[src/tbps_pkg.sv]
// Package for the token bucket packet shaper: operation and event codes,
// field widths, the register map and the queue entry type. No dependencies.
package tbps_pkg;

    localparam int OP_W      = 2;
    localparam int ID_W      = 16;
    localparam int TOK_W     = 10;
    localparam int EV_W      = 3;
    localparam int CNT_OUT_W = 7;
    localparam int PADDR_W   = 3;

    localparam logic [OP_W-1:0] OP_TICK   = 2'd0;
    localparam logic [OP_W-1:0] OP_ARRIVE = 2'd1;
    localparam logic [OP_W-1:0] OP_FLUSH  = 2'd2;

    localparam logic [EV_W-1:0] EV_TOKEN_ADDED   = 3'd0;
    localparam logic [EV_W-1:0] EV_TOKEN_DROPPED = 3'd1;
    localparam logic [EV_W-1:0] EV_TOO_LARGE     = 3'd2;
    localparam logic [EV_W-1:0] EV_QUEUE_FULL    = 3'd3;
    localparam logic [EV_W-1:0] EV_QUEUED        = 3'd4;
    localparam logic [EV_W-1:0] EV_FLUSHED       = 3'd5;

    localparam logic [PADDR_W-1:0] ADDR_BUCKET_DEPTH = 3'd0;
    localparam logic [TOK_W-1:0]   BUCKET_DEPTH_RST  = 10'd10;

    typedef struct packed {
        logic [ID_W-1:0]  id;
        logic [TOK_W-1:0] need;
    } entry_t;

endpackage

[src/token_bucket_packet_shaper.sv]
// Token bucket packet shaper: bucket counter, holding FIFO in an inferred
// memory with a prefetched head, and the register port. Uses tbps_pkg.
//
//  channel   handshake                  payload
//  -------   -------------------------  ---------------------------------------
//  input     in_valid / in_ready        op, packet_id, tokens_needed
//  output    out_valid / out_ready      event_res, released, released_id,
//                                       tokens_now, queue_count, removed_count
//  config    psel/penable/pwrite/pready paddr, pwdata, prdata
//
// A beat is registered on acceptance and its result goes to the result register
// when the beat moves on: one beat per cycle sustained unless the output stalls.
// The head of the FIFO is reread from the memory every cycle at the next head
// address, with a bypass for an entry written in the same cycle.
// A stalled output holds the input register; the input side stays ready while
// the input register is empty or moving on. Reset empties the FIFO and the bucket.
module token_bucket_packet_shaper #(
    parameter int QUEUE_DEPTH = 64
) (
    input  logic                               clk,
    input  logic                               rst_n,
    input  logic                               psel,
    input  logic                               penable,
    input  logic                               pwrite,
    input  logic [tbps_pkg::PADDR_W-1:0]       paddr,
    input  logic [31:0]                        pwdata,
    output logic [31:0]                        prdata,
    output logic                               pready,
    input  logic                               in_valid,
    output logic                               in_ready,
    input  logic [tbps_pkg::OP_W-1:0]          op,
    input  logic [tbps_pkg::ID_W-1:0]          packet_id,
    input  logic [tbps_pkg::TOK_W-1:0]         tokens_needed,
    output logic                               out_valid,
    input  logic                               out_ready,
    output logic [tbps_pkg::EV_W-1:0]          event_res,
    output logic                               released,
    output logic [tbps_pkg::ID_W-1:0]          released_id,
    output logic [tbps_pkg::TOK_W-1:0]         tokens_now,
    output logic [tbps_pkg::CNT_OUT_W-1:0]     queue_count,
    output logic [tbps_pkg::CNT_OUT_W-1:0]     removed_count
);

    localparam int AW = $clog2(QUEUE_DEPTH);
    localparam int OW = $clog2(QUEUE_DEPTH + 1);
    localparam logic [AW-1:0] LAST_SLOT = AW'(QUEUE_DEPTH - 1);
    localparam logic [OW-1:0] FULL_OCC  = OW'(QUEUE_DEPTH);

    // Configuration register.
    logic [tbps_pkg::TOK_W-1:0] depth_reg;
    logic                       cfg_wr;

    assign pready = 1'b1;
    assign cfg_wr = psel && penable && pwrite && (paddr == tbps_pkg::ADDR_BUCKET_DEPTH);

    always_ff @(posedge clk or negedge rst_n)
    begin
        if (!rst_n)
        begin
            depth_reg <= tbps_pkg::BUCKET_DEPTH_RST;
        end
        else if (cfg_wr)
        begin
            depth_reg <= pwdata[tbps_pkg::TOK_W-1:0];
        end
    end

    always_comb
    begin
        prdata = '0;
        if (paddr == tbps_pkg::ADDR_BUCKET_DEPTH)
        begin
            prdata = {{(32 - tbps_pkg::TOK_W){1'b0}}, depth_reg};
        end
    end

    // Input register.
    logic                       in_v_reg;
    logic [tbps_pkg::OP_W-1:0]  op_reg;
    logic [tbps_pkg::ID_W-1:0]  id_reg;
    logic [tbps_pkg::TOK_W-1:0] need_reg;
    logic                       out_v_reg;
    logic                       advance;

    assign advance  = in_v_reg && (!out_v_reg || out_ready);
    assign in_ready = !in_v_reg || advance;

    always_ff @(posedge clk or negedge rst_n)
    begin
        if (!rst_n)
        begin
            in_v_reg <= 1'b0;
        end
        else if (in_ready)
        begin
            in_v_reg <= in_valid;
        end
    end

    always_ff @(posedge clk)
    begin
        if (in_valid && in_ready)
        begin
            op_reg   <= op;
            id_reg   <= packet_id;
            need_reg <= tokens_needed;
        end
    end

    // Bucket and queue state.
    logic [tbps_pkg::TOK_W-1:0] tok_reg;
    logic [AW-1:0]              head_reg;
    logic [AW-1:0]              tail_reg;
    logic [OW-1:0]              occ_reg;

    tbps_pkg::entry_t           mem [QUEUE_DEPTH];
    tbps_pkg::entry_t           rd_reg;
    tbps_pkg::entry_t           byp_reg;
    logic                       byp_v_reg;

    // Step logic.
    logic                       is_flush;
    logic                       is_tick;
    logic                       queued;
    logic [tbps_pkg::EV_W-1:0]  ev;
    logic [tbps_pkg::TOK_W-1:0] tok_mid;
    logic [OW-1:0]              occ_mid;
    tbps_pkg::entry_t           new_entry;
    tbps_pkg::entry_t           head_entry;
    logic                       rel;
    logic [tbps_pkg::TOK_W-1:0] tok_next;
    logic [AW-1:0]              head_next;
    logic [AW-1:0]              tail_next;
    logic [OW-1:0]              occ_next;
    logic                       wr_en;

    // Op codes with the high bit set, the unused one included, flush the queue.
    assign is_flush = op_reg[1];
    assign is_tick  = (op_reg == tbps_pkg::OP_TICK);

    assign new_entry.id   = id_reg;
    assign new_entry.need = need_reg;

    always_comb
    begin
        ev      = tbps_pkg::EV_FLUSHED;
        tok_mid = tok_reg;
        occ_mid = occ_reg;
        queued  = 1'b0;
        priority if (is_flush)
        begin
            ev      = tbps_pkg::EV_FLUSHED;
            occ_mid = '0;
        end
        else if (is_tick)
        begin
            if (tok_reg >= depth_reg)
            begin
                ev = tbps_pkg::EV_TOKEN_DROPPED;
            end
            else
            begin
                ev      = tbps_pkg::EV_TOKEN_ADDED;
                tok_mid = tok_reg + 1'b1;
            end
        end
        else
        begin
            priority if (need_reg > depth_reg)
            begin
                ev = tbps_pkg::EV_TOO_LARGE;
            end
            else if (occ_reg >= FULL_OCC)
            begin
                ev = tbps_pkg::EV_QUEUE_FULL;
            end
            else
            begin
                ev      = tbps_pkg::EV_QUEUED;
                queued  = 1'b1;
                occ_mid = occ_reg + 1'b1;
            end
        end
    end

    // A packet queued into an empty FIFO is its own head.
    always_comb
    begin
        if (occ_reg == '0)
        begin
            head_entry = new_entry;
        end
        else if (byp_v_reg)
        begin
            head_entry = byp_reg;
        end
        else
        begin
            head_entry = rd_reg;
        end
    end

    assign rel   = !is_flush && (occ_mid != '0) && (head_entry.need <= tok_mid);
    assign wr_en = advance && queued;

    always_comb
    begin
        tok_next  = tok_reg;
        head_next = head_reg;
        tail_next = tail_reg;
        occ_next  = occ_reg;
        if (advance)
        begin
            tok_next = rel ? (tok_mid - head_entry.need) : tok_mid;
            occ_next = rel ? (occ_mid - 1'b1) : occ_mid;
            if (is_flush)
            begin
                head_next = '0;
                tail_next = '0;
            end
            else
            begin
                if (queued)
                begin
                    tail_next = (tail_reg == LAST_SLOT) ? '0 : tail_reg + 1'b1;
                end
                if (rel)
                begin
                    head_next = (head_reg == LAST_SLOT) ? '0 : head_reg + 1'b1;
                end
            end
        end
    end

    always_ff @(posedge clk or negedge rst_n)
    begin
        if (!rst_n)
        begin
            tok_reg   <= '0;
            head_reg  <= '0;
            tail_reg  <= '0;
            occ_reg   <= '0;
            byp_v_reg <= 1'b0;
        end
        else
        begin
            tok_reg   <= tok_next;
            head_reg  <= head_next;
            tail_reg  <= tail_next;
            occ_reg   <= occ_next;
            byp_v_reg <= wr_en && (tail_reg == head_next);
        end
    end

    // The memory is read every cycle at the head address that the next step sees.
    always_ff @(posedge clk)
    begin
        if (wr_en)
        begin
            mem[tail_reg] <= new_entry;
        end
        rd_reg  <= mem[head_next];
        byp_reg <= new_entry;
    end

    // Result register.
    logic [tbps_pkg::EV_W-1:0]  ev_reg;
    logic                       rel_reg;
    logic [tbps_pkg::ID_W-1:0]  rel_id_reg;
    logic [tbps_pkg::TOK_W-1:0] tok_out_reg;
    logic [OW-1:0]              occ_out_reg;
    logic [OW-1:0]              removed_reg;

    always_ff @(posedge clk or negedge rst_n)
    begin
        if (!rst_n)
        begin
            out_v_reg <= 1'b0;
        end
        else if (advance)
        begin
            out_v_reg <= 1'b1;
        end
        else if (out_ready)
        begin
            out_v_reg <= 1'b0;
        end
    end

    always_ff @(posedge clk)
    begin
        if (advance)
        begin
            ev_reg      <= ev;
            rel_reg     <= rel;
            rel_id_reg  <= rel ? head_entry.id : '0;
            tok_out_reg <= tok_next;
            occ_out_reg <= occ_next;
            removed_reg <= is_flush ? occ_reg : '0;
        end
    end

    assign out_valid     = out_v_reg;
    assign event_res     = ev_reg;
    assign released      = rel_reg;
    assign released_id   = rel_id_reg;
    assign tokens_now    = tok_out_reg;
    assign queue_count   = tbps_pkg::CNT_OUT_W'(occ_out_reg);
    assign removed_count = tbps_pkg::CNT_OUT_W'(removed_reg);

`ifndef NO_ASSERTIONS
    a_occ_bound: assert property (@(posedge clk) disable iff (!rst_n)
        occ_reg <= FULL_OCC)
        else $error("queue occupancy above its depth");

    a_flush_no_release: assert property (@(posedge clk) disable iff (!rst_n)
        out_v_reg && (ev_reg == tbps_pkg::EV_FLUSHED) |-> !rel_reg && (occ_out_reg == '0))
        else $error("flush result shows a release or a non-empty queue");

    a_no_release_id: assert property (@(posedge clk) disable iff (!rst_n)
        out_v_reg && !rel_reg |-> (rel_id_reg == '0))
        else $error("released id set without a release");

    a_ready_when_free: assert property (@(posedge clk) disable iff (!rst_n)
        !out_v_reg |-> in_ready)
        else $error("input stalled while the result register is free");

    a_release_moves_head: assert property (@(posedge clk) disable iff (!rst_n)
        advance && rel |=> (head_reg != $past(head_reg)) || (QUEUE_DEPTH == 1))
        else $error("release did not advance the head pointer");
`endif

endmodule

[config.mk]
export PLATFORM = sky130hd
export DESIGN_NAME = token_bucket_packet_shaper
export DESIGN_NICKNAME = d
export VERILOG_FILES = /design/src/tbps_pkg.sv /design/src/token_bucket_packet_shaper.sv
export SDC_FILE = /design/constraint.sdc
export NUM_CORES = 2
export LEC_CHECK = 0
export BUFFER_PORTS_ARGS = -buffer_cell sky130_fd_sc_hd__buf_2
export CAP_MARGIN = 40
export CORE_ASPECT_RATIO = 0.5
export CORE_UTILIZATION = 56
export CTS_CLUSTER_SIZE = 12
export DETAILED_ROUTE_END_ITERATION = 8
export PLACE_DENSITY = 0.76
export SETUP_SLACK_MARGIN = 0.1
export SYNTH_ARGS = -nofsm -noshare
export SYNTH_HDL_FRONTEND = slang
export SYNTH_SLANG_ARGS = --single-unit
[constraint.sdc]
create_clock -name clk -period 6.6 [get_ports clk]
set_input_delay 0.33 -clock clk [delete_from_list [all_inputs] [get_ports clk]]
set_output_delay 0.33 -clock clk [all_outputs]
set_load 0.02 [all_outputs]
=== Yosys cells after proc, flatten, opt, wreduce, memory -nomap -nowiden ===
Memories as Yosys holds them, arrays and structs flattened. A register that Yosys moved wholly into a read port is not among the register bits.
Cells that the tools add are included.

* Register bits after elaboration: 140
* Bits in writable memories: 1664
* Input port bits: 70
* Output and inout bits: 79
* Word-level logic and storage cells: 87
* Memories kept: 1

* $add $sub $neg: 6
* Magnitude comparators: 4
* Eq/ne operators: 3
* Multiplexer cells: 33
* Reductions and logical operators: 21

{| class="wikitable"
|+ Memory list
! memory !! words !! bits a word !! rd ports !! clocked after Yosys merged registers in !! wr ports !! line !! text
|-
| mem || 64 || 26 || 1 || 1 || 1 || token_bucket_packet_shaper.sv:116 || <nowiki>tbps_pkg::entry_t mem [QUEUE_DEPTH];</nowiki>
|}

{| class="wikitable"
|+ Operators by type and width
! kind !! count
|-
| 10-bit 2-to-1 mux || 6
|-
| 26-bit 2-to-1 mux || 2
|-
| 6-bit 2-to-1 mux || 7
|-
| 7-bit 2-to-1 mux || 6
|-
| 6-bit by 1-bit adder with 6-bit output (second input constant) || 2
|-
| 6-bit equality test (second input constant) || 2
|-
| 10-bit by 1-bit adder with 10-bit output (second input constant) || 1
|-
| 10-bit >= comparator || 1
|-
| 10-bit greater-than comparator || 1
|-
| 10-bit <= comparator || 1
|-
| 10-bit subtractor || 1
|-
| 1-bit logical AND || 9
|-
| 1-bit 2-to-1 mux || 9
|-
| 3-bit 2-to-1 mux || 3
|-
| 7-bit by 1-bit adder with 7-bit output (second input constant) || 1
|-
| 7-bit >= comparator (second input constant) || 1
|-
| 7-bit logical NOT || 1
|-
| 7-bit nonzero test || 1
|-
| 7-bit by 1-bit subtractor with 7-bit output (second input constant) || 1
|-
| 6-bit equality test || 1
|-
| 2-bit nonzero test || 2
|-
| 1-bit logical NOT || 3
|-
| 3-bit logical NOT || 1
|-
| 2-bit logical NOT || 1
|-
| other kinds (2) || 3
|}

=== Logic depth before layout (Yosys ltp) ===
* Depth after elaboration: 13
* Gate-level depth with buffers: 34
* Gate-level depth less buffers: 28

=== Worst setup path after synthesis ===
OpenSTA, ideal clock, no wires.

* Path type: reg2reg
* Start point: reg tok_reg[0] in the netlist's numbering
* End point: reg rd_reg[20] (netlist name)
* Setup time: 0.129 ns
* Arrival time: 6.558 ns
* Required time: 6.471 ns
* Path slack: -0.088 ns
* Cell stages (with the launch flop): 34
* Buffers on the path: 5
* Period minus slack after synthesis: 6.688 ns
* Cells stage by stage: dfrtp_1 inv_1 ha_1 nand2b_1 a21o_1 a21o_1 a21o_1 a21o_1 a21o_1 a21o_1 a21o_1 a21oi_1 clkbuf_1 xnor2_1 ha_1 inv_1 fa_1 a21o_1 a21o_1 a221oi_1 a21oi_1 or2_2 clkbuf_1 a311oi_1 and3_1 buf_2 inv_2 a31oi_2 buf_4 clkbuf_1 a32oi_1 o2bb2ai_1 nor4_1 nand4_1

* Cells in the longest elaborated chain, start to end: 9
* Elaborated cells on any way between the ends: 10
* Those cells by class: add/sub: 1; order compare: 2; mux: 6; reduce/logical: 1

{| class="wikitable"
|+ Ends and longest elaborated chain
! what !! line !! text
|-
| from (decl) || token_bucket_packet_shaper.sv:111 || <nowiki>logic [tbps_pkg::TOK_W-1:0] tok_reg;</nowiki>
|-
| from (signal assigned) || token_bucket_packet_shaper.sv:247 || <nowiki>tok_reg <= tok_next;</nowiki>
|-
| 10-bit by 1-bit adder with 10-bit output / 10-bit >= comparator (equally long branches) || token_bucket_packet_shaper.sv:164, token_bucket_packet_shaper.sv:157 ||
|-
| 10-bit 2-to-1 mux || token_bucket_packet_shaper.sv:157 || <nowiki>if (tok_reg >= depth_reg)</nowiki>
|-
| 10-bit 2-to-1 mux || token_bucket_packet_shaper.sv:155 || <nowiki>else if (is_tick)</nowiki>
|-
| 10-bit 2-to-1 mux (*) || token_bucket_packet_shaper.sv:150 || <nowiki>priority if (is_flush)</nowiki>
|-
| 10-bit <= comparator (*) || token_bucket_packet_shaper.sv:203 || <nowiki>assign rel = !is_flush && (occ_mid != '0) && (head_entry.need <= tok_mid);</nowiki>
|-
| 1-bit logical AND (*) || token_bucket_packet_shaper.sv:203 ||
|-
| 6-bit 2-to-1 mux (*) || token_bucket_packet_shaper.sv:227 || <nowiki>if (rel)</nowiki>
|-
| 6-bit 2-to-1 mux (*) || token_bucket_packet_shaper.sv:216 || <nowiki>if (is_flush)</nowiki>
|-
| 6-bit 2-to-1 mux (*) || token_bucket_packet_shaper.sv:212 || <nowiki>if (advance)</nowiki>
|}

Every way passes the cells marked *; elsewhere a longest branch is shown, timed or not.
A chain may end at the register's enable or synchronous reset.

=== Worst setup path in the final report ===
* Start point: reg depth_reg[1] in the netlist's numbering
* End point: reg rd_reg[24] (netlist name)

* Cells in the longest elaborated chain, start to end: 10
* Elaborated cells on any way between the ends: 15
* Those cells by class: order compare: 3; mux: 9; reduce/logical: 3

{| class="wikitable"
|+ Ends and longest elaborated chain
! what !! line !! text
|-
| from (decl) || token_bucket_packet_shaper.sv:50 || <nowiki>logic [tbps_pkg::TOK_W-1:0] depth_reg;</nowiki>
|-
| from (signal assigned) || token_bucket_packet_shaper.sv:60 || <nowiki>depth_reg <= tbps_pkg::BUCKET_DEPTH_RST;</nowiki>
|-
| from (signal assigned) || token_bucket_packet_shaper.sv:64 || <nowiki>depth_reg <= pwdata[tbps_pkg::TOK_W-1:0];</nowiki>
|-
| branches (longest 6 deep; another with 10-bit >= comparator) || - ||
|-
| 1-bit logical AND (*) || token_bucket_packet_shaper.sv:203 ||
|-
| 6-bit 2-to-1 mux (*) || token_bucket_packet_shaper.sv:227 ||
|-
| 6-bit 2-to-1 mux (*) || token_bucket_packet_shaper.sv:216 ||
|-
| 6-bit 2-to-1 mux (*) || token_bucket_packet_shaper.sv:212 ||
|}

Every way passes the cells marked *.

==> results.py <==
metrics = {
    "timing": {
        "rsz0062_at_grt": "true",
        "relSlewSlack_pct": 31.3,
        "period_share_pct": 103,
        "finalWorstSetupSlack_ps": -172,
        "fmax_ghz": 0.148,
        "maxSlewViolCount": 0,
        "finalHoldViolCount": 0,
        "period_minus_slack_ps": 6770,
        "tightest_slew_ps": 1030,
        "holdWs_ps": 88.4,
        "fin_skew_ps": 40.5,
        "tns_ps": -837,
        "finalSetupViolCount": 13,
    },
    "clocking": {
        "cts_made_buffers": 171,
        "cts_num_sinks": 1830,
        "clock_latency_ps": 810,
        "cts.clk_slew.worst_paths_ps": 60,
        "clockRootBuffer": "clkbuf_16",
        "htreeDepth": 4,
        "tritoncts": "done",
        "clock_tree.buffer_depth": 3,
    },
    "logic_synthesis": {
        "ys.warnings.count": 0,
        "synth_cell_types": 79,
        "synthFlopType": "edfxtp_1",
        "synth_cells": 4940,
        "synth-async-reset-ratio_pct": 2.30,
        "synth_seq_cells": 1830,
        "avgSynthCellArea_sq_um": 14.9,
        "synth_edf_count": 1736,
        "syn_area_sq_um": 73600,
        "ys_seq_area_share_pct": 73.7,
    },
    "finish": {
        "largest_register_ff_count": 1664,
        "multi_input_area_sq_um": 19400,
        "layout_commonest_cell": "edfxtp_1",
        "area_delta_synth_final_pct": 20.8,
        "stdcell_area_sq_um": 88900,
        "final_nets": 5693,
        "drive_gt1_share_pct": 22.3,
        "stdcell_count": 7427,
        "fill_cells": 8010,
        "final_util_pct": 68.6,
        "mostFrequentLayoutCells": "1736 x edfxtp_1, 675 x nand2_1, 476 x buf_4",
        "regArea_sq_um": 54200,
    },
    "floorplanning": {
        "initial_utilization_pct": 56.8,
        "fp.dieH_um": 258,
        "io_pins": 149,
        "die_area_sq_um": 133000,
        "rows": 93,
        "core_sq_um": 130000,
        "die_x_um": 515,
    },
    "drt": {
        "vias": 49800,
        "wirelength_um": 235000,
        "wl_per_cell_um": 31.7,
        "vias_per_cell": 6.71,
        "drt_iter0_drc": 8202,
        "drc": 0,
        "drtAntennaViolNets": 0,
        "dr.pass1.iters": 6,
    },
    "setup_path": {
        "cp_data_required_time_ps": 7220,
        "worstSetupEndpointType": "register",
        "cp-start-kind": "register",
        "cp_slowest_stage_delay_ps": 540,
        "cpMostUsedCell": "a21o_1",
        "cp_slowest_cell": "dfstp_2",
        "path_class": "register to register",
        "worst-path-max-fanout": 9,
        "worstPathArrival_ps": 7400,
    },
    "run_status": {
        "status": "complete, but fails checks",
        "failed_checks": "setup timing",
    },
    "hold_path": {
        "hp-class": "primary input to asynchronous set/reset pin",
    },
    "power": {
        "p_total_mw": 44.9,
        "p_leak_nw": 31.6,
        "power_density_nw_per_um2": 506,
        "ir_drop_uv": 397,
    },
    "placed_design": {
        "numPortBuffers": 103,
        "gp_congestion": 0.957,
        "dpl.hpwl_um": 140000,
        "dp.cells": 7027,
        "placed_cell_area_sq_um": 80000,
        "dp_slack_ps": -699,
    },
    "flow_run": {
        "maxCapViolCount": 0,
    },
    "grt": {
        "antenna_found_initial": 7,
        "grt_overflow_total": 0,
        "grt.total_usage_pct": 34.3,
        "first_global_vias": 47000,
        "grt_max_degree": 129,
        "grt_pass1_wl_um": 326000,
    },
}
path summary, 6_finish.rpt:
| check | startpoint | endpoint | slack, ps | cells after the start |
|---|---|---|---|---|
| max | depth_reg[1]$_DFFE_PN1P_ | rd_reg[24]$_DFF_P_ | -170 | 31 |
| min | rst_n | depth_reg[6]$_DFFE_PN0P_ | 90 | 2 |
| max reg2reg | depth_reg[1]$_DFFE_PN1P_ | rd_reg[24]$_DFF_P_ | -170 | 31 |
| min reg2reg | in_v_reg$_DFFE_PN0N_ | out_valid$_DFFE_PN0P_ | 530 | 1 |
| max in group asynchronous | rst_n | head_reg[3]$_DFF_PN0_ | 6000 | 3 |
| min in group clk | penable | depth_reg[3]$_DFFE_PN1P_ | 170 | 4 |
kinds of logic (layout without fill, tap and decap cells):
family / count (synthesis) / count (layout) / share of synthesized area (%)
simple gates: 1147 / 1147 / 7.04
buf+inv: 382 / 1087 / 2.28
flops: 1830 / 1830 / 73.7
other cells: 2 / 27 / 0.0102
xor+xnor: 23 / 23 / 0.274
compound gates: 1101 / 1101 / 10.4
fa+ha+maj: 37 / 37 / 0.640
mux: 418 / 418 / 5.69
cells in the mapped netlist, types with 39 or more instances:
| master | count | share of area (%) |
|---|---|---|
| a21o_1 | 39 | 0.40 |
| a211oi_1 | 51 | 0.52 |
| a32o_1 | 78 | 1.1 |
| a22o_1 | 131 | 1.6 |
| mux2i_1 | 416 | 5.7 |
| nand2_1 | 683 | 3.5 |
| o21ai_0 | 75 | 0.51 |
| dfrtp_1 | 40 | 1.4 |
| dfxtp_1 | 52 | 1.4 |
| a21oi_1 | 390 | 2.7 |
| nor3_1 | 114 | 0.78 |
| o22ai_1 | 83 | 0.71 |
| a22oi_1 | 52 | 0.53 |
| clkbuf_1 | 179 | 0.91 |
| buf_2 | 102 | 0.69 |
| edfxtp_1 | 1736 | 71 |
| nor2_1 | 117 | 0.60 |
cell type report:
type	count	area share [%]
Tap cell	1757	2.47
Sequential cell	1830	61.0
Timing Repair inverter	1	0.00986
Clock inverter	12	0.266
Clock buffer	241	5.28
Antenna cell	4	0.0113
Inverter	37	0.189
Timing Repair Buffer	796	8.88
Multi-Input combinational cell	2749	21.9
worst max-delay path: cells and delay by family (launching register included):
family | cells | cell delay [ps]
fa+ha+maj | 2 | 600
mux | 1 | 310
buf+inv | 8 | 1100
simple gates | 5 | 1240
flops | 1 | 540
compound gates | 15 | 2800
where the power goes:
group	internal, mW	leakage [nW]	switching [mW]	total, mW
registers	13.1	16.6	0.304	13.4
logic	9.69	12.6	12.7	22.4
clock network	4.98	2.37	4.18	9.16
total	27.7	31.6	17.2	44.9
layer usage:
layer  vias to the layer above  track usage [%]  part of all wire [%]
met4                         2             14.6                   4.4
met3                       618             12.3                    17
li1                      20400                -                     -
met2                      3990             49.8                    43
met5                         -                0                0.0047
met1                     24900             47.0                    36
repair_timing:
action | CTS | global route
setup buffers | 28 | 41
setup endpoints to repair | 26 | 26
endpoints found under the hold margin | 82 | 0
pin swaps | 42 | 77
resized for setup | 205 | 199
hold buffers | 42 | 0
gates cloned | 18 | 15
No activity file was read; power rests on OpenSTA's default activity.
